==> src/rtl/backpressure_periodic_event_scheduler_top_macros.svh <==
// Assertion macros used by the scheduler top level.
`ifndef BACKPRESSURE_PERIODIC_EVENT_SCHEDULER_TOP_MACROS_SVH
`define BACKPRESSURE_PERIODIC_EVENT_SCHEDULER_TOP_MACROS_SVH

`ifndef SYNTHESIS
// Same-cycle implication.
`define BPES_ASSERT_IMP(label, clk, rst_n, ante, cons) \
	label: assert property (@(posedge clk) disable iff (!rst_n) (ante) |-> (cons)) \
		else $error("scheduler assertion failed");
// Next-cycle implication.
`define BPES_ASSERT_NEXT(label, clk, rst_n, ante, cons) \
	label: assert property (@(posedge clk) disable iff (!rst_n) (ante) |=> (cons)) \
		else $error("scheduler assertion failed");
`else
`define BPES_ASSERT_IMP(label, clk, rst_n, ante, cons)
`define BPES_ASSERT_NEXT(label, clk, rst_n, ante, cons)
`endif

`endif

==> src/rtl/bpes_pkg.sv <==
// Types, constants and helper functions of the periodic event scheduler.
package bpes_pkg;

	localparam int NUM_TIMERS = 5;
	localparam int TS_W       = 48;
	localparam int IVL_W      = 16;
	localparam int DEPTH_W    = 5;
	localparam int PCT_W      = 7;
	localparam int IDX_W      = 3;
	localparam int REG_IDX_W  = 3;
	localparam int WIDE_W     = 22;   // base interval times the largest stretch (x32)

	localparam int IN_TDATA_W  = 64;
	localparam int OUT_TDATA_W = 32;

	localparam int QUEUE_SLOTS_DEF = 16;
	localparam int DUE_STEP        = 100 / NUM_TIMERS;

	localparam logic [PCT_W-1:0]  LOAD_LOW     = 7'd70;
	localparam logic [PCT_W-1:0]  LOAD_HIGH    = 7'd85;
	localparam logic [PCT_W-1:0]  IDLE_LOW     = 7'd25;
	localparam logic [PCT_W-1:0]  IDLE_CRIT    = 7'd10;
	localparam logic [PCT_W-1:0]  PCT_MAX      = 7'd100;
	localparam logic [WIDE_W-1:0] INTERVAL_MAX = 22'd60000;

	// Register indexes on the configuration port
	localparam logic [REG_IDX_W-1:0] REG_INTERVAL0 = 3'd0;
	localparam logic [REG_IDX_W-1:0] REG_INTERVAL1 = 3'd1;
	localparam logic [REG_IDX_W-1:0] REG_INTERVAL2 = 3'd2;
	localparam logic [REG_IDX_W-1:0] REG_INTERVAL3 = 3'd3;
	localparam logic [REG_IDX_W-1:0] REG_INTERVAL4 = 3'd4;
	localparam logic [REG_IDX_W-1:0] REG_VOICE     = 3'd5;
	localparam logic [REG_IDX_W-1:0] REG_MIN_SLEEP = 3'd6;
	localparam logic [REG_IDX_W-1:0] REG_MAX_SLEEP = 3'd7;

	typedef logic [TS_W-1:0] tstamp_t;

	typedef struct packed {
		logic [NUM_TIMERS-1:0][IVL_W-1:0] interval;
		logic [IVL_W-1:0]                 voice_backoff;
		logic [IVL_W-1:0]                 min_sleep;
		logic [IVL_W-1:0]                 max_sleep;
	} cfg_regs_t;

	localparam cfg_regs_t CFG_RESET = '{
		interval:      {16'd5000, 16'd60000, 16'd30000, 16'd10000, 16'd100},
		voice_backoff: 16'd1000,
		min_sleep:     16'd10,
		max_sleep:     16'd1000
	};

	typedef struct packed {
		tstamp_t            now_ms;
		logic [DEPTH_W-1:0] bus_depth;
		logic               link_up;
		logic               voice_busy;
		logic [PCT_W-1:0]   cpu_idle;
	} tick_t;

	// One tick's worth of results handed to the result sequencer
	typedef struct packed {
		logic [NUM_TIMERS-1:0] fire_mask;
		logic [PCT_W-1:0]      load_percent;
		logic [IVL_W-1:0]      next_delay;
	} bundle_t;

	// Base period stretched by backpressure, clamped to 1..60000
	function automatic logic [IVL_W-1:0] stretch_interval(
		input logic             low_prio,
		input logic [IVL_W-1:0] base,
		input logic [IVL_W-1:0] backoff,
		input logic             link_up,
		input logic             voice_busy,
		input logic [PCT_W-1:0] cpu_idle,
		input logic [PCT_W-1:0] load
	);
		logic [WIDE_W-1:0] v;
		v = {{(WIDE_W-IVL_W){1'b0}}, base};
		if (!link_up) begin
			v = {v[WIDE_W-2:0], 1'b0};
		end
		if (load >= LOAD_HIGH) begin
			v = low_prio ? {v[WIDE_W-3:0], 2'b00} : {v[WIDE_W-2:0], 1'b0};
		end else if (load >= LOAD_LOW && low_prio) begin
			v = {v[WIDE_W-2:0], 1'b0};
		end
		if (cpu_idle < IDLE_CRIT) begin
			v = low_prio ? {v[WIDE_W-3:0], 2'b00} : {v[WIDE_W-2:0], 1'b0};
		end else if (cpu_idle < IDLE_LOW) begin
			v = low_prio ? v + {v[WIDE_W-2:0], 1'b0} : {v[WIDE_W-2:0], 1'b0};
		end
		if (voice_busy) begin
			v = {{(WIDE_W-IVL_W){1'b0}}, backoff};
		end
		if (v == '0) begin
			v = WIDE_W'(1);
		end else if (v > INTERVAL_MAX) begin
			v = INTERVAL_MAX;
		end
		return v[IVL_W-1:0];
	endfunction

	// Index of the lowest set bit of a fire mask
	function automatic logic [IDX_W-1:0] lowest_index(input logic [NUM_TIMERS-1:0] mask);
		logic [IDX_W-1:0] idx;
		idx = '0;
		for (int i = NUM_TIMERS - 1; i >= 0; i--) begin
			if (mask[i]) begin
				idx = IDX_W'(i);
			end
		end
		return idx;
	endfunction

endpackage

==> src/rtl/bpes_timer_bank.sv <==
// Next-due registers of the five timers, due detection and rescheduling.
module bpes_timer_bank import bpes_pkg::*; (
	input  logic                              clk,
	input  logic                              arst_n,
	input  tick_t                             tick,
	input  logic [PCT_W-1:0]                  load,
	input  cfg_regs_t                         cfg,
	input  logic                              update,
	output logic [NUM_TIMERS-1:0]             due,
	output tstamp_t [NUM_TIMERS-1:0]          next_due
);

	tstamp_t [NUM_TIMERS-1:0] next_due_q;
	tstamp_t [NUM_TIMERS-1:0] resched;

	always_comb begin
		for (int i = 0; i < NUM_TIMERS; i++) begin
			due[i]     = (next_due_q[i] == '0) || (tick.now_ms >= next_due_q[i]);
			resched[i] = tick.now_ms + TS_W'(stretch_interval(i == 0, cfg.interval[i],
				cfg.voice_backoff, tick.link_up, tick.voice_busy, tick.cpu_idle, load));
		end
	end

	always_ff @(posedge clk or negedge arst_n) begin
		if (!arst_n) begin
			next_due_q <= '0;
		end else if (update) begin
			for (int i = 0; i < NUM_TIMERS; i++) begin
				if (due[i]) begin
					next_due_q[i] <= resched[i];
				end
			end
		end
	end

	assign next_due = next_due_q;

endmodule

==> src/rtl/bpes_delay_calc.sv <==
// Sleep delay until the next timer is due, clamped to the sleep limits.
module bpes_delay_calc import bpes_pkg::*; (
	input  tstamp_t                  now_ms,
	input  tstamp_t [NUM_TIMERS-1:0] next_due,
	input  logic [IVL_W-1:0]         min_sleep,
	input  logic [IVL_W-1:0]         max_sleep,
	output logic [IVL_W-1:0]         next_delay
);

	logic [NUM_TIMERS-1:0]            pending;
	logic [NUM_TIMERS-1:0][IVL_W-1:0] gap;
	logic [IVL_W-1:0]                 best;
	tstamp_t                          diff;

	always_comb begin
		best = max_sleep;
		for (int i = 0; i < NUM_TIMERS; i++) begin
			pending[i] = (next_due[i] == '0) || (next_due[i] <= now_ms);
			diff       = next_due[i] - now_ms;
			// saturate: anything past 16 bits never beats the running minimum
			gap[i]     = (|diff[TS_W-1:IVL_W]) ? '1 : diff[IVL_W-1:0];
			if (gap[i] < best) begin
				best = gap[i];
			end
		end
		if (|pending) begin
			next_delay = min_sleep;
		end else begin
			next_delay = best;
			if (next_delay < min_sleep) begin
				next_delay = min_sleep;
			end
			if (next_delay > max_sleep) begin
				next_delay = max_sleep;
			end
		end
	end

endmodule

==> src/rtl/bpes_emitter.sv <==
// Result register: plays out fire items in timer order, then the summary.
module bpes_emitter import bpes_pkg::*; (
	input  logic                   clk,
	input  logic                   arst_n,
	input  logic                   load_en,
	input  bundle_t                bundle,
	output logic                   can_load,
	output logic                   m_tvalid,
	input  logic                   m_tready,
	output logic [OUT_TDATA_W-1:0] m_tdata,
	output logic                   m_tuser,
	output logic                   m_tlast
);

	logic                  busy_q;
	logic [NUM_TIMERS-1:0] mask_q;
	logic [PCT_W-1:0]      load_q;
	logic [IVL_W-1:0]      delay_q;
	logic                  summary;
	logic                  take;
	logic [IDX_W-1:0]      idx;

	assign summary  = (mask_q == '0);
	assign take     = busy_q && m_tready;
	assign can_load = !busy_q || (take && summary);
	assign idx      = lowest_index(mask_q);

	always_ff @(posedge clk or negedge arst_n) begin
		if (!arst_n) begin
			busy_q <= 1'b0;
			mask_q <= '0;
		end else if (load_en) begin
			busy_q <= 1'b1;
			mask_q <= bundle.fire_mask;
		end else if (take) begin
			if (summary) begin
				busy_q <= 1'b0;
			end else begin
				mask_q <= mask_q & (mask_q - NUM_TIMERS'(1));
			end
		end
	end

	always_ff @(posedge clk) begin
		if (load_en) begin
			load_q  <= bundle.load_percent;
			delay_q <= bundle.next_delay;
		end
	end

	assign m_tvalid = busy_q;
	assign m_tuser  = summary;
	assign m_tlast  = summary;
	assign m_tdata  = {(OUT_TDATA_W-IVL_W-PCT_W-IDX_W)'(0),
		summary ? delay_q : '0, load_q, summary ? '0 : idx};

endmodule

==> src/rtl/backpressure_periodic_event_scheduler_top.sv <==
// Top level of the backpressure periodic event scheduler.
// Five periodic timers driven by ticks. A tick is accepted on the s_ stream
// into an input register (s1); while it is held there, the queue load is
// computed from the bus depth and the number of due timers, and when s1
// advances every due timer fires, its new due time (now plus the stretched
// interval) is written into the timer bank and the fire mask is registered
// (s2). The following stage derives the clamped sleep delay from the updated
// due times and hands the whole tick to the result register, which emits one
// fire item per due timer in index order and then a summary item (tuser = 1,
// tlast = 1), the tick passing s1 and s2 on its way there. The pipeline takes
// one tick per cycle while the result channel keeps up; that channel sets the
// sustained rate, moving one item per cycle while m_tready is high, and a tick
// with k due timers gives it k + 1 items. Registers are written on the cfg_
// port and take effect at once, also on ticks still in the pipeline, so write
// them only while no tick is in flight; cfg_ready is always high.
`include "backpressure_periodic_event_scheduler_top_macros.svh"
module backpressure_periodic_event_scheduler_top import bpes_pkg::*; #(
	parameter int QUEUE_SLOTS = QUEUE_SLOTS_DEF
) (
	input  logic                   clk,
	input  logic                   arst_n,
	// tick stream
	input  logic                   s_tvalid,
	output logic                   s_tready,
	// [47:0] now_ms, [52:48] bus_depth, [53] link up, [54] voice_busy,
	// [61:55] cpu_idle, [63:62] zero
	input  logic [IN_TDATA_W-1:0]  s_tdata,
	// result stream
	output logic                   m_tvalid,
	input  logic                   m_tready,
	// [2:0] timer_index, [9:3] load_percent, [25:10] next_delay, [31:26] zero
	output logic [OUT_TDATA_W-1:0] m_tdata,
	// [0] kind: 0 timer fired, 1 end-of-tick summary
	output logic                   m_tuser,
	output logic                   m_tlast,
	// register writes
	input  logic                   cfg_valid,
	output logic                   cfg_ready,
	input  logic [REG_IDX_W-1:0]   cfg_index,
	input  logic [IVL_W-1:0]       cfg_data
);

	cfg_regs_t cfg_q;

	logic                  valid_s1;
	tick_t                 tick_s1;
	logic                  valid_s2;
	tstamp_t               now_s2;
	logic [NUM_TIMERS-1:0] mask_s2;
	logic [PCT_W-1:0]      load_s2;

	logic                     adv_s1;
	logic                     adv_s2;
	logic                     em_ready;
	logic [NUM_TIMERS-1:0]    due;
	tstamp_t [NUM_TIMERS-1:0] next_due;
	logic [IDX_W-1:0]         due_num;
	logic [PCT_W-1:0]         due_pct;
	logic [PCT_W-1:0]         depth_pct;
	logic [PCT_W-1:0]         load;
	logic [IVL_W-1:0]         next_delay;
	bundle_t                  bundle;

	// ---------------- configuration registers ----------------
	assign cfg_ready = 1'b1;

	always_ff @(posedge clk or negedge arst_n) begin
		if (!arst_n) begin
			cfg_q <= CFG_RESET;
		end else if (cfg_valid) begin
			case (cfg_index)
				REG_INTERVAL0: cfg_q.interval[0]   <= cfg_data;
				REG_INTERVAL1: cfg_q.interval[1]   <= cfg_data;
				REG_INTERVAL2: cfg_q.interval[2]   <= cfg_data;
				REG_INTERVAL3: cfg_q.interval[3]   <= cfg_data;
				REG_INTERVAL4: cfg_q.interval[4]   <= cfg_data;
				REG_VOICE:     cfg_q.voice_backoff <= cfg_data;
				REG_MIN_SLEEP: cfg_q.min_sleep     <= cfg_data;
				REG_MAX_SLEEP: cfg_q.max_sleep     <= cfg_data;
				default: ;
			endcase
		end
	end

	// ---------------- pipeline control ----------------
	// s2 only moves on when the result register can take a new tick; s1 only
	// moves (and commits the timer update) when s2 is free, so the timer bank
	// always reflects exactly the tick held in s2 while it waits.
	assign adv_s2   = valid_s2 && em_ready;
	assign adv_s1   = valid_s1 && (!valid_s2 || adv_s2);
	assign s_tready = !valid_s1 || adv_s1;

	always_ff @(posedge clk or negedge arst_n) begin
		if (!arst_n) begin
			valid_s1 <= 1'b0;
			valid_s2 <= 1'b0;
		end else begin
			if (s_tready) begin
				valid_s1 <= s_tvalid;
			end
			if (adv_s1) begin
				valid_s2 <= 1'b1;
			end else if (adv_s2) begin
				valid_s2 <= 1'b0;
			end
		end
	end

	// Payload: unpack the tick on accept, hold stage 2 until it advances
	always_ff @(posedge clk) begin
		if (s_tvalid && s_tready) begin
			tick_s1.now_ms     <= s_tdata[TS_W-1:0];
			tick_s1.bus_depth  <= s_tdata[TS_W+DEPTH_W-1:TS_W];
			tick_s1.link_up    <= s_tdata[TS_W+DEPTH_W];
			tick_s1.voice_busy <= s_tdata[TS_W+DEPTH_W+1];
			tick_s1.cpu_idle   <= s_tdata[TS_W+DEPTH_W+PCT_W+1:TS_W+DEPTH_W+2];
		end
		if (adv_s1) begin
			now_s2  <= tick_s1.now_ms;
			mask_s2 <= due;
			load_s2 <= load;
		end
	end

	// ---------------- queue load ----------------
	// Bus load per queue depth, saturated; built at elaboration.
	logic [PCT_W-1:0] depth_pct_tab [2**DEPTH_W];

	for (genvar d = 0; d < 2**DEPTH_W; d++) begin : g_depth_pct
		localparam int DepthPct = (d * 100) / QUEUE_SLOTS;
		assign depth_pct_tab[d] = (DepthPct > int'(PCT_MAX)) ? PCT_MAX : PCT_W'(DepthPct);
	end

	always_comb begin
		due_num = '0;
		for (int i = 0; i < NUM_TIMERS; i++) begin
			due_num = due_num + IDX_W'(due[i]);
		end
	end

	assign due_pct   = PCT_W'(due_num) * PCT_W'(DUE_STEP);
	assign depth_pct = depth_pct_tab[tick_s1.bus_depth];
	assign load      = (depth_pct > due_pct) ? depth_pct : due_pct;

	// ---------------- timers ----------------
	bpes_timer_bank u_timer_bank (
		.clk      (clk),
		.arst_n   (arst_n),
		.tick     (tick_s1),
		.load     (load),
		.cfg      (cfg_q),
		.update   (adv_s1),
		.due      (due),
		.next_due (next_due)
	);

	bpes_delay_calc u_delay_calc (
		.now_ms     (now_s2),
		.next_due   (next_due),
		.min_sleep  (cfg_q.min_sleep),
		.max_sleep  (cfg_q.max_sleep),
		.next_delay (next_delay)
	);

	assign bundle = '{fire_mask: mask_s2, load_percent: load_s2, next_delay: next_delay};

	// ---------------- results ----------------
	bpes_emitter u_emitter (
		.clk      (clk),
		.arst_n   (arst_n),
		.load_en  (adv_s2),
		.bundle   (bundle),
		.can_load (em_ready),
		.m_tvalid (m_tvalid),
		.m_tready (m_tready),
		.m_tdata  (m_tdata),
		.m_tuser  (m_tuser),
		.m_tlast  (m_tlast)
	);

	// ---------------- checks ----------------
	// A fire item is always followed by more results of the same tick.
	`BPES_ASSERT_NEXT(a_fire_then_more, clk, arst_n, m_tvalid && m_tready && !m_tlast, m_tvalid)
	// Fire items of one tick come in rising timer order.
	`BPES_ASSERT_NEXT(a_fire_order, clk, arst_n, m_tvalid && m_tready && !m_tlast,
		m_tlast || (m_tdata[2:0] > $past(m_tdata[2:0])))
	// All results of one tick report the same load.
	`BPES_ASSERT_NEXT(a_same_load, clk, arst_n, m_tvalid && m_tready && !m_tlast,
		m_tdata[9:3] == $past(m_tdata[9:3]))
	// A stalled stage 2 never lets the timer bank change under it.
	`BPES_ASSERT_IMP(a_no_update_on_stall, clk, arst_n, valid_s2 && !adv_s2, !adv_s1)

endmodule
==> config.mk <==
export PLATFORM = sky130hd
export DESIGN_NAME = backpressure_periodic_event_scheduler_top
export DESIGN_NICKNAME = d
export VERILOG_FILES = /design/src/rtl/bpes_pkg.sv /design/src/rtl/bpes_timer_bank.sv /design/src/rtl/bpes_delay_calc.sv /design/src/rtl/bpes_emitter.sv /design/src/rtl/backpressure_periodic_event_scheduler_top.sv
export VERILOG_INCLUDE_DIRS = /design/src /design/src/rtl
export SDC_FILE = /design/constraint.sdc
export NUM_CORES = 2
export LEC_CHECK = 0
export BUFFER_PORTS_ARGS = -buffer_cell sky130_fd_sc_hd__buf_2
export CORE_MARGIN = 8
export CORE_UTILIZATION = 40
export CTS_BUF_LIST = sky130_fd_sc_hd__clkbuf_4 sky130_fd_sc_hd__clkbuf_8
export DETAILED_ROUTE_END_ITERATION = 8
export GPL_TIMING_DRIVEN = 0
export PLACE_DENSITY = 0.54
export SLEW_MARGIN = 20
export SYNTH_ARGS = -nofsm -noshare
export SYNTH_HDL_FRONTEND = slang
export SYNTH_HIERARCHICAL = 1
export SYNTH_SLANG_ARGS = --single-unit
==> constraint.sdc <==
create_clock -name clk -period 47.7 [get_ports clk]
set_input_delay 2.385 -clock clk [delete_from_list [all_inputs] [get_ports clk]]
set_output_delay 2.385 -clock clk [all_outputs]
set_load 0.02 [all_outputs]
==> summary.md <==
| Metric | Value |
|---|---|
| Crit path max-delay cell type | a2111oi_0 |
| Avg Synthesized Cell Area | 8.30 sq um |
| CTS Buf Count | 97 |
| Slew Limit Fails | 0 |
| Drt first pass iters | 8 |
| PortBufs | 111 |
| Io pins | 125 |
| Critical Path End Type | register |
| Clk pin slew, worst setup/hold paths | 70 ps |
| Crit-path max FO | 10 |
| Depth of the CTS H-tree | 3 |
| Synth Register Bits | 521 |
| RSZ-0062 raised after global routing | false |
| Synth area leaders | ha_1 15%, dfrtp_1 15%, edfxtp_1 7.5% |
| Layout area overhead | 9.35% |
| Post-route DRC | 0 |
| Via count | 57900 |
| Critical Path AT | 23850 ps |
| CTS sink count | 521 |
| Commonest non-fill, non-tap cell in the layout | ha_1 |
| Starting Density | 0.402 |
| Via density | 6.32 |
| Startpoint types | register |
| Vias in the first global route | 54300 |
| ANT nets after route | 0 |
| Core ar. | 143000 sq um |
| GR Util All Layers | 0.336 |
| Worst skew pair latency | 810 ps |
| Gr ovfl total | 0 |
| Top_reg_cell synth | dfrtp_1 |
| First-pass GRT wire length | 389 mm |
| Core Rows | 139 |
| Die Wd | 396 um |
| Post-Syn Area | 57700 sq um |
| Synth cell types | 140 |
| Worst slew pin tran | 1260 ps |
| Initial detailed-routing violation count | 6760 |
| Slowest cell delay on critical path | 660 ps |
| Commonest cells after routing, fill and taps aside | 691 x ha_1, 677 x nand2_1, 518 x inv_1, 465 x a21oi_1, 429 x o21ai_0 |
| Worst Path Required | 48200 ps |
| Critical Path Most Common Cell | a21oi_1 |
| Post-DP HPWL | 225 mm |
| Outcome | completed |
| Yosys warns | 6 |
| Timing-limited maximum frequency | 0.0428 GHz |
| Ys async rst share | 0.722 |
| Non-Filler Instances | 9164 |
| Die area | 157000 sq um |
| Die H | 396 um |
| CTS tree | built |
| Sum of negative setup slack | 0 ps |
| Setup violators final | 0 |
| Cells after DPL | 8980 |
| Post-synth top area share | 0.150 |
| Post-Route WL | 278 mm |
| Nets@finish | 7968 |
| Hold Vio Cnt, Final | 0 |
| CTS Root Cell | clkbuf_8 |
| Clock Path Buffers | 3 |
| Largest area contributor in the netlist | ha_1 |
| Drt wl/cell | 30.3 um |
| Register area share after synthesis | 0.239 |
| EDFF count, synth | 145 |
| Maxcap violations | 0 |
| Largest net degree at the start of global routing | 97 |
| # resized after CTS | 0 |
| Type of the worst min-delay path | register to register |
| Skew final | 58.3 ps |
| Layout cell share with drive strength beyond 1 | 0.109 |
| Crit share post-route | 0.489 |
| Minimum clock period | 23350 ps |
| Total setup buffers inserted after CTS | 0 |
| Slew headroom | 0.152 |
| CP Class | register to register |
| Cts hold-fix bufs | 0 |
| Syn Inst Count | 6951 |
| Initial antenna violation count | 16 |
| Gp weighted congestion | 1.05 |
## cell type report
| class | instances | area, sq um |
|---|---|---|
| clock buffer | 144 | 1780 |
| clock inverter | 36 | 365 |
| timing repair buffer | 121 | 761 |
| sequential | 521 | 13800 |
| fill | 14600 | 80400 |
| inverter | 520 | 1950 |
| antenna | 4 | 10.0 |
| buffer | 279 | 1380 |
| multi-input combinational | 5636 | 40700 |
| tap | 1903 | 2380 |
## critical path: cells and delay by family, from the launching register on
kind            cells  cell delay [ps]
mux                 3              900
fa+ha+maj           8             2110
buf+inv            17             4030
compound gates     52            11180
simple gates       31             4420
flops               1              360
## flip-flops by register name, indices dropped and copies added (netlist names)
name / cells
cfg_q: 128
u_emitter/load_q: 7
u_emitter/m_tvalid: 1
u_emitter/delay_q: 16
now_s2: 48
u_timer_bank/next_due: 240
u_emitter/mask_q: 5
valid_s1: 1
tick_s1: 62
valid_s2: 1
mask_s2: 5
load_s2: 7
## per-layer routing
layer  global-route usage  vias to the layer above  routed length [um]
li1                     -                    26100                   -
met4                0.152                        8               14400
met3               0.0882                      497               28000
met2                0.486                     2853              113000
met5             0.000923                        -                  55
met1                0.468                    28400              122000
## cells by family (layout without fill, tap and decap cells)
kind of cell,after synthesis,count (layout),share of synthesized area
AOI/OAI and AO/OA,1857,1857,0.212
xor gates and xnor gates,353,353,0.0537
buffers and inverters,799,1100,0.0577
DFF,521,521,0.239
adders and majority gates,705,705,0.155
muxes,447,447,0.0834
other,2,11,0.000130
and+or+nand+nor,2267,2267,0.199
## cell usage after synthesis (74+ instances only)
library cell    n
a21o_1        222
a21oi_1       465
and3_1         79
clkbuf_1      155
dfrtp_1       335
edfxtp_1      145
ha_1          691
inv_1         518
mux2_2        200
mux2i_1       236
nand2_1       677
nand2b_1      111
nand3_1       155
nand4_1       190
nor2_1        414
nor2b_1        74
nor3_1        146
nor4_1        169
o21ai_0       430
xnor2_1       160
xor2_1        192
## through the flow
step	setup WS [ps]	utilization	hold WS [ps]	area, sq um
detailed placement	24810	0.425	405	60900
CTS	24720	0.440	419	63100
global placement	24230	0.423	406	60600
finish	24350	0.440	418	63100
floorplan	29150	-	400	57700
global route	22570	0.440	425	63100
## path summary, 6_finish.rpt
path / end / from / cells after the start / slack, ps
worst min register to register: u_emitter/load_q[6]$_DFFE_PP_ / load_s2[6]$_DFFE_PP_ / 0 / 420
worst min-delay path: u_emitter/load_q[6]$_DFFE_PP_ / load_s2[6]$_DFFE_PP_ / 0 / 420
max in group asynchronous: u_timer_bank/next_due[84]$_DFFE_PN0P_ / arst_n / 4 / 44510
min in group asynchronous: cfg_q[24]$_DFFE_PN0P_ / arst_n / 1 / 1500
worst max-delay path: u_emitter/delay_q[13]$_DFFE_PP_ / now_s2[34]$_DFFE_PP_ / 111 / 24350
worst max register to register: u_emitter/delay_q[13]$_DFFE_PP_ / now_s2[34]$_DFFE_PP_ / 111 / 24350
Power is not shown: default switching activity piles up to over one toggle a cycle in this logic, so the estimate is an artifact.
